### config.mk
export PLATFORM = sky130hd
export DESIGN_NAME = compacting_value_bag
export DESIGN_NICKNAME = d
export VERILOG_FILES = /design/src/rtl/cvb_pkg.sv /design/src/rtl/compacting_value_bag.sv /design/src/rtl/cvb_mem.sv /design/src/rtl/cvb_ctrl.sv
export SDC_FILE = /design/constraint.sdc
export NUM_CORES = 1
export LEC_CHECK = 0
export BUFFER_PORTS_ARGS = -buffer_cell sky130_fd_sc_hd__buf_4
export CORE_UTILIZATION = 45
export CTS_CLUSTER_DIAMETER = 100
export CTS_CLUSTER_SIZE = 16
export DETAILED_ROUTE_END_ITERATION = 6
export GPL_TIMING_DRIVEN = 0
export PLACE_DENSITY = 0.71
export SETUP_SLACK_MARGIN = 0.3
export SLEW_MARGIN = 10
export SYNTH_ARGS = -nofsm -noshare
export SYNTH_HDL_FRONTEND = slang
export SYNTH_SLANG_ARGS = --single-unit
### constraint.sdc
create_clock -name i_clk -period 3.6 [get_ports i_clk]
set_clock_uncertainty 0.15 [all_clocks]
set_input_delay 0.18 -clock i_clk [delete_from_list [all_inputs] [get_ports i_clk]]
set_output_delay 0.18 -clock i_clk [all_outputs]
set_load 0.005 [all_outputs]
### src/rtl/cvb_pkg.sv
// shared types and codes for the compacting value bag
// no dependencies; used by cvb_ctrl and compacting_value_bag
package cvb_pkg;

    localparam int unsigned VALUE_W = 32;

    typedef enum logic [1:0] {
        KIND_ADD      = 2'd0,
        KIND_REMOVE   = 2'd1,
        KIND_CONTAINS = 2'd2
    } t_kind;

    typedef enum logic [1:0] {
        STATUS_DONE    = 2'd0,
        STATUS_FULL    = 2'd1,
        STATUS_MISSING = 2'd2
    } t_status;

    typedef enum logic [2:0] {
        ST_IDLE,
        ST_EXEC,
        ST_SCAN,
        ST_SHIFT,
        ST_DONE
    } t_state;

    typedef struct packed {
        logic    found;
        t_status status;
    } t_result;

endpackage

### src/rtl/compacting_value_bag.sv
// from the accepting edge: add or unused kind passes the execute state, contains searches
// with one search read per cycle, remove searches and then shifts with one shift read and
// write per cycle on the two-port store; each result then goes to the output register
// one item at a time; the next item is taken in the cycle after the result enters the
// output register, and a result waits there while m_axis_tready is low
// reset clears the count and control state; the entry store is not cleared
module compacting_value_bag #(
    parameter int unsigned CAPACITY = 16
) (
    input  logic        i_clk,
    input  logic        i_rst_n,
    input  logic        s_axis_tvalid,
    output logic        s_axis_tready,
    input  logic [31:0] s_axis_tdata,  // value[31:0]
    input  logic [1:0]  s_axis_tuser,  // kind[1:0]
    output logic        m_axis_tvalid,
    input  logic        m_axis_tready,
    output logic [7:0]  m_axis_tdata   // found[0], status[2:1], count[7:3]
);

    localparam int unsigned AW = (CAPACITY > 1) ? $clog2(CAPACITY) : 1;
    localparam int unsigned CW = $clog2(CAPACITY + 1);

    logic                        res_valid;
    logic                        res_free;
    cvb_pkg::t_result            res;
    logic [CW-1:0]               count;
    logic                        mem_we;
    logic [AW-1:0]               mem_waddr;
    logic [cvb_pkg::VALUE_W-1:0] mem_wdata;
    logic                        mem_re;
    logic [AW-1:0]               mem_raddr;
    logic [cvb_pkg::VALUE_W-1:0] mem_rdata;
    logic                        r_out_valid;
    logic [7:0]                  r_out_data;

    cvb_ctrl #(
        .CAPACITY (CAPACITY),
        .AW       (AW),
        .CW       (CW)
    ) u_ctrl (
        .i_clk       (i_clk),
        .i_rst_n     (i_rst_n),
        .i_in_valid  (s_axis_tvalid),
        .o_in_ready  (s_axis_tready),
        .i_kind      (s_axis_tuser),
        .i_value     (s_axis_tdata),
        .o_res_valid (res_valid),
        .i_res_free  (res_free),
        .o_res       (res),
        .o_count     (count),
        .o_mem_we    (mem_we),
        .o_mem_waddr (mem_waddr),
        .o_mem_wdata (mem_wdata),
        .o_mem_re    (mem_re),
        .o_mem_raddr (mem_raddr),
        .i_mem_rdata (mem_rdata)
    );

    cvb_mem #(
        .DEPTH (CAPACITY),
        .AW    (AW),
        .DW    (cvb_pkg::VALUE_W)
    ) u_mem (
        .i_clk   (i_clk),
        .i_we    (mem_we),
        .i_waddr (mem_waddr),
        .i_wdata (mem_wdata),
        .i_re    (mem_re),
        .i_raddr (mem_raddr),
        .o_rdata (mem_rdata)
    );

    assign res_free = !r_out_valid || m_axis_tready;

    always_ff @(posedge i_clk) begin
        if (!i_rst_n) begin
            r_out_valid <= 1'b0;
        end else if (res_free) begin
            r_out_valid <= res_valid;
        end
    end

    always_ff @(posedge i_clk) begin
        if (res_free && res_valid) begin
            r_out_data <= {5'(count), res.status, res.found};
        end
    end

    assign m_axis_tvalid = r_out_valid;
    assign m_axis_tdata  = r_out_data;

endmodule

### src/rtl/cvb_mem.sv
// entry store: one write port, one registered read port
// no dependencies; instantiated by compacting_value_bag
module cvb_mem #(
    parameter int unsigned DEPTH = 16,
    parameter int unsigned AW    = 4,
    parameter int unsigned DW    = 32
) (
    input  logic          i_clk,
    input  logic          i_we,
    input  logic [AW-1:0] i_waddr,
    input  logic [DW-1:0] i_wdata,
    input  logic          i_re,
    input  logic [AW-1:0] i_raddr,
    output logic [DW-1:0] o_rdata
);

    logic [DW-1:0] r_mem [DEPTH];
    logic [DW-1:0] r_rdata;

    always_ff @(posedge i_clk) begin
        if (i_we) begin
            r_mem[i_waddr] <= i_wdata;
        end
        if (i_re) begin
            r_rdata <= r_mem[i_raddr];
        end
    end

    assign o_rdata = r_rdata;

endmodule

### src/rtl/cvb_ctrl.sv
// operation sequencer: append, pipelined search and pipelined compaction shift
// depends on cvb_pkg; drives the ports of cvb_mem
module cvb_ctrl #(
    parameter int unsigned CAPACITY = 16,
    parameter int unsigned AW       = 4,
    parameter int unsigned CW       = 5
) (
    input  logic                         i_clk,
    input  logic                         i_rst_n,
    input  logic                         i_in_valid,
    output logic                         o_in_ready,
    input  logic [1:0]                   i_kind,
    input  logic [cvb_pkg::VALUE_W-1:0]  i_value,
    output logic                         o_res_valid,
    input  logic                         i_res_free,
    output cvb_pkg::t_result             o_res,
    output logic [CW-1:0]                o_count,
    output logic                         o_mem_we,
    output logic [AW-1:0]                o_mem_waddr,
    output logic [cvb_pkg::VALUE_W-1:0]  o_mem_wdata,
    output logic                         o_mem_re,
    output logic [AW-1:0]                o_mem_raddr,
    input  logic [cvb_pkg::VALUE_W-1:0]  i_mem_rdata
);

    localparam logic [CW-1:0] CAP_C = CW'(CAPACITY);

    cvb_pkg::t_state             r_state, n_state;
    logic [1:0]                  r_kind, n_kind;
    logic [cvb_pkg::VALUE_W-1:0] r_value, n_value;
    logic [CW-1:0]               r_count, n_count;
    logic [CW-1:0]               r_idx, n_idx;
    logic                        r_pend, n_pend;
    logic [AW-1:0]               r_pend_addr, n_pend_addr;
    cvb_pkg::t_result            r_res, n_res;
    logic                        more;
    logic                        hit;

    assign more = (r_idx < r_count);
    assign hit  = r_pend && (i_mem_rdata == r_value);

    always_ff @(posedge i_clk) begin
        if (!i_rst_n) begin
            r_state <= cvb_pkg::ST_IDLE;
            r_count <= '0;
            r_pend  <= 1'b0;
        end else begin
            r_state <= n_state;
            r_count <= n_count;
            r_pend  <= n_pend;
        end
    end

    always_ff @(posedge i_clk) begin
        r_kind      <= n_kind;
        r_value     <= n_value;
        r_idx       <= n_idx;
        r_pend_addr <= n_pend_addr;
        r_res       <= n_res;
    end

    always_comb begin
        n_state     = r_state;
        n_kind      = r_kind;
        n_value     = r_value;
        n_count     = r_count;
        n_idx       = r_idx;
        n_pend      = 1'b0;
        n_pend_addr = r_pend_addr;
        n_res       = r_res;
        o_in_ready  = 1'b0;
        o_res_valid = 1'b0;
        o_mem_we    = 1'b0;
        o_mem_waddr = r_count[AW-1:0];
        o_mem_wdata = i_mem_rdata;
        o_mem_re    = 1'b0;
        o_mem_raddr = r_idx[AW-1:0];
        unique case (r_state)
            cvb_pkg::ST_IDLE: begin
                o_in_ready = 1'b1;
                if (i_in_valid) begin
                    n_kind  = i_kind;
                    n_value = i_value;
                    n_idx   = '0;
                    if (i_kind == cvb_pkg::KIND_REMOVE || i_kind == cvb_pkg::KIND_CONTAINS) begin
                        n_state = cvb_pkg::ST_SCAN;
                    end else begin
                        n_state = cvb_pkg::ST_EXEC;
                    end
                end
            end
            cvb_pkg::ST_EXEC: begin
                n_res.found  = 1'b0;
                n_res.status = cvb_pkg::STATUS_DONE;
                if (r_kind == cvb_pkg::KIND_ADD) begin
                    if (r_count >= CAP_C) begin
                        n_res.status = cvb_pkg::STATUS_FULL;
                    end else begin
                        o_mem_we    = 1'b1;
                        o_mem_wdata = r_value;
                        n_count     = r_count + 1'b1;
                    end
                end
                n_state = cvb_pkg::ST_DONE;
            end
            cvb_pkg::ST_SCAN: begin
                if (hit) begin
                    n_res.found  = 1'b1;
                    n_res.status = cvb_pkg::STATUS_DONE;
                    if (r_kind == cvb_pkg::KIND_REMOVE) begin
                        n_idx   = CW'(r_pend_addr) + 1'b1;
                        n_state = cvb_pkg::ST_SHIFT;
                    end else begin
                        n_state = cvb_pkg::ST_DONE;
                    end
                end else if (more) begin
                    o_mem_re    = 1'b1;
                    n_pend      = 1'b1;
                    n_pend_addr = r_idx[AW-1:0];
                    n_idx       = r_idx + 1'b1;
                end else if (!r_pend) begin
                    n_res.found = 1'b0;
                    if (r_kind == cvb_pkg::KIND_REMOVE) begin
                        n_res.status = cvb_pkg::STATUS_MISSING;
                    end else begin
                        n_res.status = cvb_pkg::STATUS_DONE;
                    end
                    n_state = cvb_pkg::ST_DONE;
                end
            end
            cvb_pkg::ST_SHIFT: begin
                // entry read last cycle moves down one place
                if (r_pend) begin
                    o_mem_we    = 1'b1;
                    o_mem_waddr = r_pend_addr - 1'b1;
                end
                if (more) begin
                    o_mem_re    = 1'b1;
                    n_pend      = 1'b1;
                    n_pend_addr = r_idx[AW-1:0];
                    n_idx       = r_idx + 1'b1;
                end else if (!r_pend) begin
                    n_count = r_count - 1'b1;
                    n_state = cvb_pkg::ST_DONE;
                end
            end
            cvb_pkg::ST_DONE: begin
                o_res_valid = 1'b1;
                if (i_res_free) begin
                    n_state = cvb_pkg::ST_IDLE;
                end
            end
            default: begin
                n_state = cvb_pkg::ST_IDLE;
            end
        endcase
    end

    assign o_res   = r_res;
    assign o_count = r_count;

    a_count_bound: assert property (@(posedge i_clk) disable iff (!i_rst_n)
        r_count <= CAP_C)
        else $error("entry count above capacity");

    a_read_in_range: assert property (@(posedge i_clk) disable iff (!i_rst_n)
        o_mem_re |-> (CW'(o_mem_raddr) < r_count))
        else $error("read of an entry beyond the held count");

    a_write_in_range: assert property (@(posedge i_clk) disable iff (!i_rst_n)
        o_mem_we |-> (CW'(o_mem_waddr) < CAP_C))
        else $error("write beyond capacity");

    a_count_change: assert property (@(posedge i_clk) disable iff (!i_rst_n)
        (r_count != $past(r_count)) |->
        ($past(r_state) == cvb_pkg::ST_EXEC || $past(r_state) == cvb_pkg::ST_SHIFT))
        else $error("count changed outside append or shift");

    a_full_only_add: assert property (@(posedge i_clk) disable iff (!i_rst_n)
        (o_res_valid && r_res.status == cvb_pkg::STATUS_FULL) |->
        (r_kind == cvb_pkg::KIND_ADD && r_count == CAP_C))
        else $error("full status without an add to a full bag");

endmodule
Word-level counts from Yosys, hierarchy flattened
Memory sizes are Yosys's and may differ from the RTL's. A register that Yosys moved wholly into a read port is not among the register bits.
Cells that the tools add are included.
- add/sub/neg operators: 5
- multiply operators: 0
- div/mod/pow operators: 0
- magnitude comparators: 2
- eq/ne operators: 18
- shift operators: 0
- mux-type cells: 44
- bitwise logic cells: 0
- reductions and logical operators: 17
- operator list (operator ; count):
    two-way mux 32 bit ; 3
    two-way mux 5 bit ; 8
    equality test 32 bit ; 1
    two-way mux 3 bit ; 9
    two-way mux 4 bit ; 4
    one-hot mux 3 bit (5 select lines) ; 1
    one-hot mux 5 bit (3 select lines) ; 1
    inequality test 2 bit, second input constant ; 6
    adder 5 x 1 -> 5 bit, second input constant ; 2
    two-way mux 1 bit ; 10
    one-hot mux 5 bit (2 select lines) ; 1
    inequality test 3 bit, second input constant ; 3
    one-hot mux 4 bit (2 select lines) ; 1
    equality test 3 x 2 -> 1 bit, second input constant ; 2
    two-way mux 2 bit ; 3
    one-hot mux 3 bit (2 select lines) ; 1
    AND reduction 2 bit ; 3
    AND reduction 3 bit ; 2
    nonzero test 2 bit ; 3
    adder 4 x 1 -> 5 bit, second input constant ; 1
    greater-or-equal comparator 5 bit, second input constant ; 1
    < comparator 5 bit ; 1
    AND reduction 5 bit ; 1
    subtractor 5 x 1 -> 5 bit, second input constant ; 1
    other kinds (13) ; 17
- flip-flop bits (word level): 64
- bits in latches: 0
- RAM bits: 512
- bits in read-only memories: 0
- logic and storage cells: 98
- memories kept: 1
- memories (name ; depth ; width ; rd ports ; clocked after memory_dff ; wr ports ; RTL line ; RTL):
    u_mem.r_mem ; 16 ; 32 ; 1 ; 1 ; 1 ; cvb_mem.sv:17 ; logic [DW-1:0] r_mem [DEPTH];

Depth between registers and ports, before layout
- word-level depth: 6
- depth in mapped cells: 10
- gate-level depth less buffers: 9

By module
Synthesis repeated with hierarchy kept, for this count alone.
- cells, all modules: 1134
- area total of the unflattened synthesis: 23740.3 um2
- by module, submodules not included (module ; instances ; cells each ; area each (um2) ; sequential area each (um2)):
    cvb_mem ; 1 ; 838 ; 20155.6 ; 16335.7
    cvb_ctrl ; 1 ; 283 ; 3286.9 ; 1561.5
    compacting_value_bag ; 1 ; 13 ; 297.8 ; 260.2

Worst setup path before layout
No wires, ideal clock.
- path type: register -> register
- start point: register u_ctrl.r_count[1], in the netlist u_ctrl.o_count[1]
- end point: register u_mem.r_rdata[0], in the netlist u_mem.o_rdata[0] (read register of u_mem.r_mem), enable pin
- library setup time: 0.421 ns
- arrival time: 2.836 ns
- data required time: 3.029 ns
- path slack: 0.193 ns
- stages on the path, launching flop included: 8
- path buffers: 0
- cell sequence: dfxtp_1 > inv_1 > ha_1 > o211ai_1 > o21ai_1 > nand2_1 > nand2_1 > nor2_1
- word-level cells in the longest chain between the ends: 4
- ends and longest elaborated chain (item ; RTL line ; RTL):
    from (decl) ; cvb_ctrl.sv:31 ; logic [CW-1:0] r_count, n_count;
    from (signal assigned) ; cvb_ctrl.sv:49 ; r_count <= n_count;
    < comparator 5 bit (*) ; cvb_ctrl.sv:39 ; assign more = (r_idx < r_count);
    two-way mux 1 bit (*) ; cvb_ctrl.sv:116, cvb_ctrl.sv:137 ;
    two-way mux 1 bit ; cvb_ctrl.sv:107 ; if (hit) begin
    one-hot mux 1 bit (2 select lines) (*) ; cvb_ctrl.sv:78 ; unique case (r_state)
    named net mem_re ; compacting_value_bag.sv:31 ; logic mem_re;
    to (decl) ; cvb_mem.sv:18 ; logic [DW-1:0] r_rdata;
The timed path passes the listed nets; every way through them passes the cells marked *.
A chain may end at the register's enable or synchronous reset.

Final worst setup path
- start point: register u_ctrl.r_value[16] (netlist name)
- end point: register u_ctrl.r_res, in the netlist u_ctrl.o_res[2], enable pin
- word-level cells in the longest chain between the ends: 4
- ends and longest elaborated chain (item ; RTL line ; RTL):
    from (decl) ; cvb_ctrl.sv:30 ; logic [cvb_pkg::VALUE_W-1:0] r_value, n_value;
    from (signal assigned) ; cvb_ctrl.sv:56 ; r_value <= n_value;
    equality test 32 bit (*) ; cvb_ctrl.sv:40 ; assign hit = r_pend && (i_mem_rdata == r_value);
    logical AND 1 bit (*) ; cvb_ctrl.sv:40 ;
    inequality test 3 bit (no source line) ; - ;
    AND reduction 3 bit (no source line) (*) ; - ;
    to (signal assigned) ; cvb_ctrl.sv:59 ; r_res <= n_res;
    to (decl) ; cvb_ctrl.sv:35 ; cvb_pkg::t_result r_res, n_res;
Every way passes the cells marked *; elsewhere a longest branch is shown, timed or not.

==> flow_summary_export.csv <==
group,metric,value,unit
synthesis,ys_seq_elements,608,
timing,finalCritPeriodShare,89.9,%
job,drv_cap,0,
pwr,p_leak,8.75,nW
clocking,cts_sinks,608,
timing,worst_pin_slew,1.12,ns
timing,slew_headroom,24.7,%
synthesis,seq_area_frac_synth,75.8,%
synthesis,synth_nets,1195,
clocking,htree_levels,2,
finish,n_antenna_cell,0,
synthesis,synth_edf_count,598,
floorplan,io_pins,48,
synthesis,ys.warnings.count,0,
finish,syn2layout_area_growth,15.4,%
detailed_routing,drt-total-wl,55600,um
finish,multiInputGateArea,5610,um2
setup_path,cp.required,3.67,ns
detailed_routing,drt_first_pass_iters,5,
synthesis,synth_area_leader_cell,"edfxtp_1",
setup_path,worstSetupStartpoint,"u_ctrl.r_value[16]$_DFFE_PP_",
global_routing,gr-total-overflow,0,
floorplan,design.core.area,52600,um2
detailed_routing,ant_nets,0,
finish,fin_nets,1372,
setup_path,r2r.worst_path.cells,5,
setup_path,cp.arrival,3.31,ns
clocking,clk_pin_slew_worst_paths,0.07,ns
synthesis,yosysUniqueCellTypes,56,
clocking,tritoncts,"yes",
detailed_routing,avgViaCountPerCell,5.94,
clocking,cts_buffers,44,
setup_path,end_kind,"register",
pwr,ir_worst_vdd,331,uV
timing,min_period,3.24,ns
setup_path,crit_fanout,6,
clocking,clock_path_buffers,3,
timing,setup_viol,0,
global_routing,grt_max_degree,23,
floorplan,initial_utilization,45.6,%
synthesis,syn-cell-area,24000,um2
floorplan,rows,84,
finish,stdcell_count,2026,
global_routing,grt_pass1_vias,12283,
finish,fill_cells,3986,
min_path,min_from,"s_axis_tdata[13]",
detailed_routing,num_vias,12043,
clocking,clock_tree.root_cell,"clkbuf_16",
timing,rsz0062_at_grt,"yes",
pwr,p_per_area,537,nW/um2
global_routing,grt_pass1_wl,81000,um
min_path,whs_endpoint,"u_ctrl.r_value[13]$_DFFE_PP_",
floorplan,die_area,54200,um2
finish,final-seq-area,18200,um2
clocking,insertion_delay,0.60,ns
setup_path,r2r_slack,0.36,ns
setup_path,path_class,"register to register",
min_path,hp-class,"primary input to register",
synthesis,synth_common_cells,"edfxtp_1, mux4_2, nand2_1, xnor2_1, nor2_1",
min_path,whs_path_depth,2,
detailed_routing,post_drt_wl_per_cell,27.4,um
timing,final_max_slew_viol_count,0,
timing,whs,0.145,ns
synthesis,netlist.area_leader.share,74.9,%
synthesis,synth_ff_type,"edfxtp_1",
outcome,status,"completed",
setup_path,timing.rr.end,"u_ctrl.o_res[2]$_SDFFCE_PN0P_",
detailed_routing,drt_iter0_drc,1446,
synthesis,avgSynthCellArea,20.9,um2
finish,final_util,52.7,%
setup_path,r2r-start,"u_ctrl.r_value[16]$_DFFE_PP_",
global_routing,antenna_found_initial,0,
floorplan,die_x,233,um
synthesis,yosysMostFrequentCell,"edfxtp_1",
detailed_routing,remaining_drc_errors,0,
placement,finalWeightedCongestion,0.827,
finish,drive_above_1_share,26.2,%
synthesis,synthCells,1146,
synthesis,synthTopCellsByArea,"edfxtp_1, mux4_2, nand2_1",
setup_path,startpoint_type,"register",
placement,placed_cells,1903,
synthesis,synthArstFlopShare,0,%
timing,max_freq,0.309,GHz
global_routing,gr-usage-all-layers,21.2,%
timing,hold_violations,0,
floorplan,die_y,233,um
placement,dp_hpwl,33600,um
placement,portBuffers,47,
worst max-delay path by stage:
stage	endpoint	slack [ns]	cells after the start
after CTS	u_mem.o_rdata[1]$_DFFE_PP_	0.36	4
after global placement	u_mem.r_mem[5][16]$_DFFE_PP_	-2.31	5
final	u_ctrl.o_res[2]$_SDFFCE_PN0P_	0.36	5
after detailed placement	u_mem.r_mem[7][16]$_DFFE_PP_	0.08	7
after floorplan	u_mem.r_mem[7][0]$_DFFE_PP_	0.23	6
after global routing	u_mem.r_mem[11][22]$_DFFE_PP_	0.26	8
area by class of cell:
class / instances / area share, %
Tap cell: 688 / 3.11
Multi-Input combinational cell: 473 / 20.3
Clock inverter: 3 / 0.240
Buffer: 51 / 1.06
Clock buffer: 58 / 4.17
Sequential cell: 608 / 65.6
Inverter: 14 / 0.190
Timing Repair Buffer: 131 / 5.32
layer usage:
| metal | global-route usage, % | vias to the layer above | routed length, um |
|---|---|---|---|
| met4 | 7.27 | 4 | 1700 |
| met5 | 1.47 | - | 106 |
| met1 | 29.8 | 6311 | 22300 |
| li1 | - | 5027 | - |
| met3 | 4.02 | 101 | 5090 |
| met2 | 33.2 | 600 | 26500 |
flip-flops by register name, indices dropped and copies added, names as in the netlist:
register	cells
u_ctrl.r_value	32
m_axis_tdata	8
u_ctrl.r_kind	2
u_mem.o_rdata	32
u_ctrl.o_count	5
u_ctrl.r_pend_addr	4
u_ctrl.o_res	3
m_axis_tvalid	1
u_ctrl.r_state	3
u_ctrl.r_pend	1
u_mem.r_mem	512
u_ctrl.r_idx	5
cells by family (layout without fill, tap and decap cells):
| kind of cell | count (synthesis) | in the layout | share of synthesized area [%] |
|---|---|---|---|
| XOR/XNOR | 41 | 41 | 1.50 |
| multiplexers | 167 | 167 | 15.3 |
| adder cells (fa/ha/maj) | 11 | 11 | 0.606 |
| buffers and inverters | 65 | 257 | 1.42 |
| AND/OR/NAND/NOR | 207 | 207 | 4.08 |
| AO/OA/AOI/OAI | 47 | 47 | 1.29 |
| flip-flops | 608 | 608 | 75.8 |
power breakdown:
group          switching, W  leakage, nW  total, W  internal, W
logic               0.00115         2.68   0.00212     0.000976
registers          0.000108         5.49   0.00816      0.00805
clock network       0.00231        0.587   0.00457      0.00226
cell usage in the layout (no fill, tap or decap), drive strengths merged, types with 9 or more instances in the layout:
cell type	Yosys	layout
ha	10	10
nor2	30	30
mux4	160	160
dfxtp	10	10
a21oi	9	9
clkbuf	19	77
o21ai	10	10
edfxtp	598	598
buf	32	125
nand4	13	13
xnor2	35	35
nand2	119	119
inv	14	16
dlygate4sd3	0	37
critical path: stages (launching register included):
cell and delay [ns]:
edfxtp_1 0.43, xnor2_1 0.62, nand4_1 0.22, nor4_2 0.66, nand3_1 0.20, a311oi_1 0.58
metrics by stage:
stage | setup WS, ns | power [W] | TNS (ns) | area (um2)
after CTS | 0.356 | 0.0150 | 0 | 27600
after global routing | 0.261 | 0.0153 | 0 | 27700
after floorplan | 0.227 | 0.00971 | 0 | 24000
final | 0.364 | 0.0149 | 0 | 27700
after global placement | -2.31 | 0.0103 | -1039.03 | 25200
after detailed placement | 0.0762 | 0.0104 | 0 | 25800
timing repair:
item,CTS,global route
hold buffers,37,0
pin swaps,10,3
buffers inserted,17,8
resized for setup,0,3
endpoints found under the hold margin,43,0
setup endpoints to repair,207,129
Note: power is estimated with default switching activity, not from simulation.
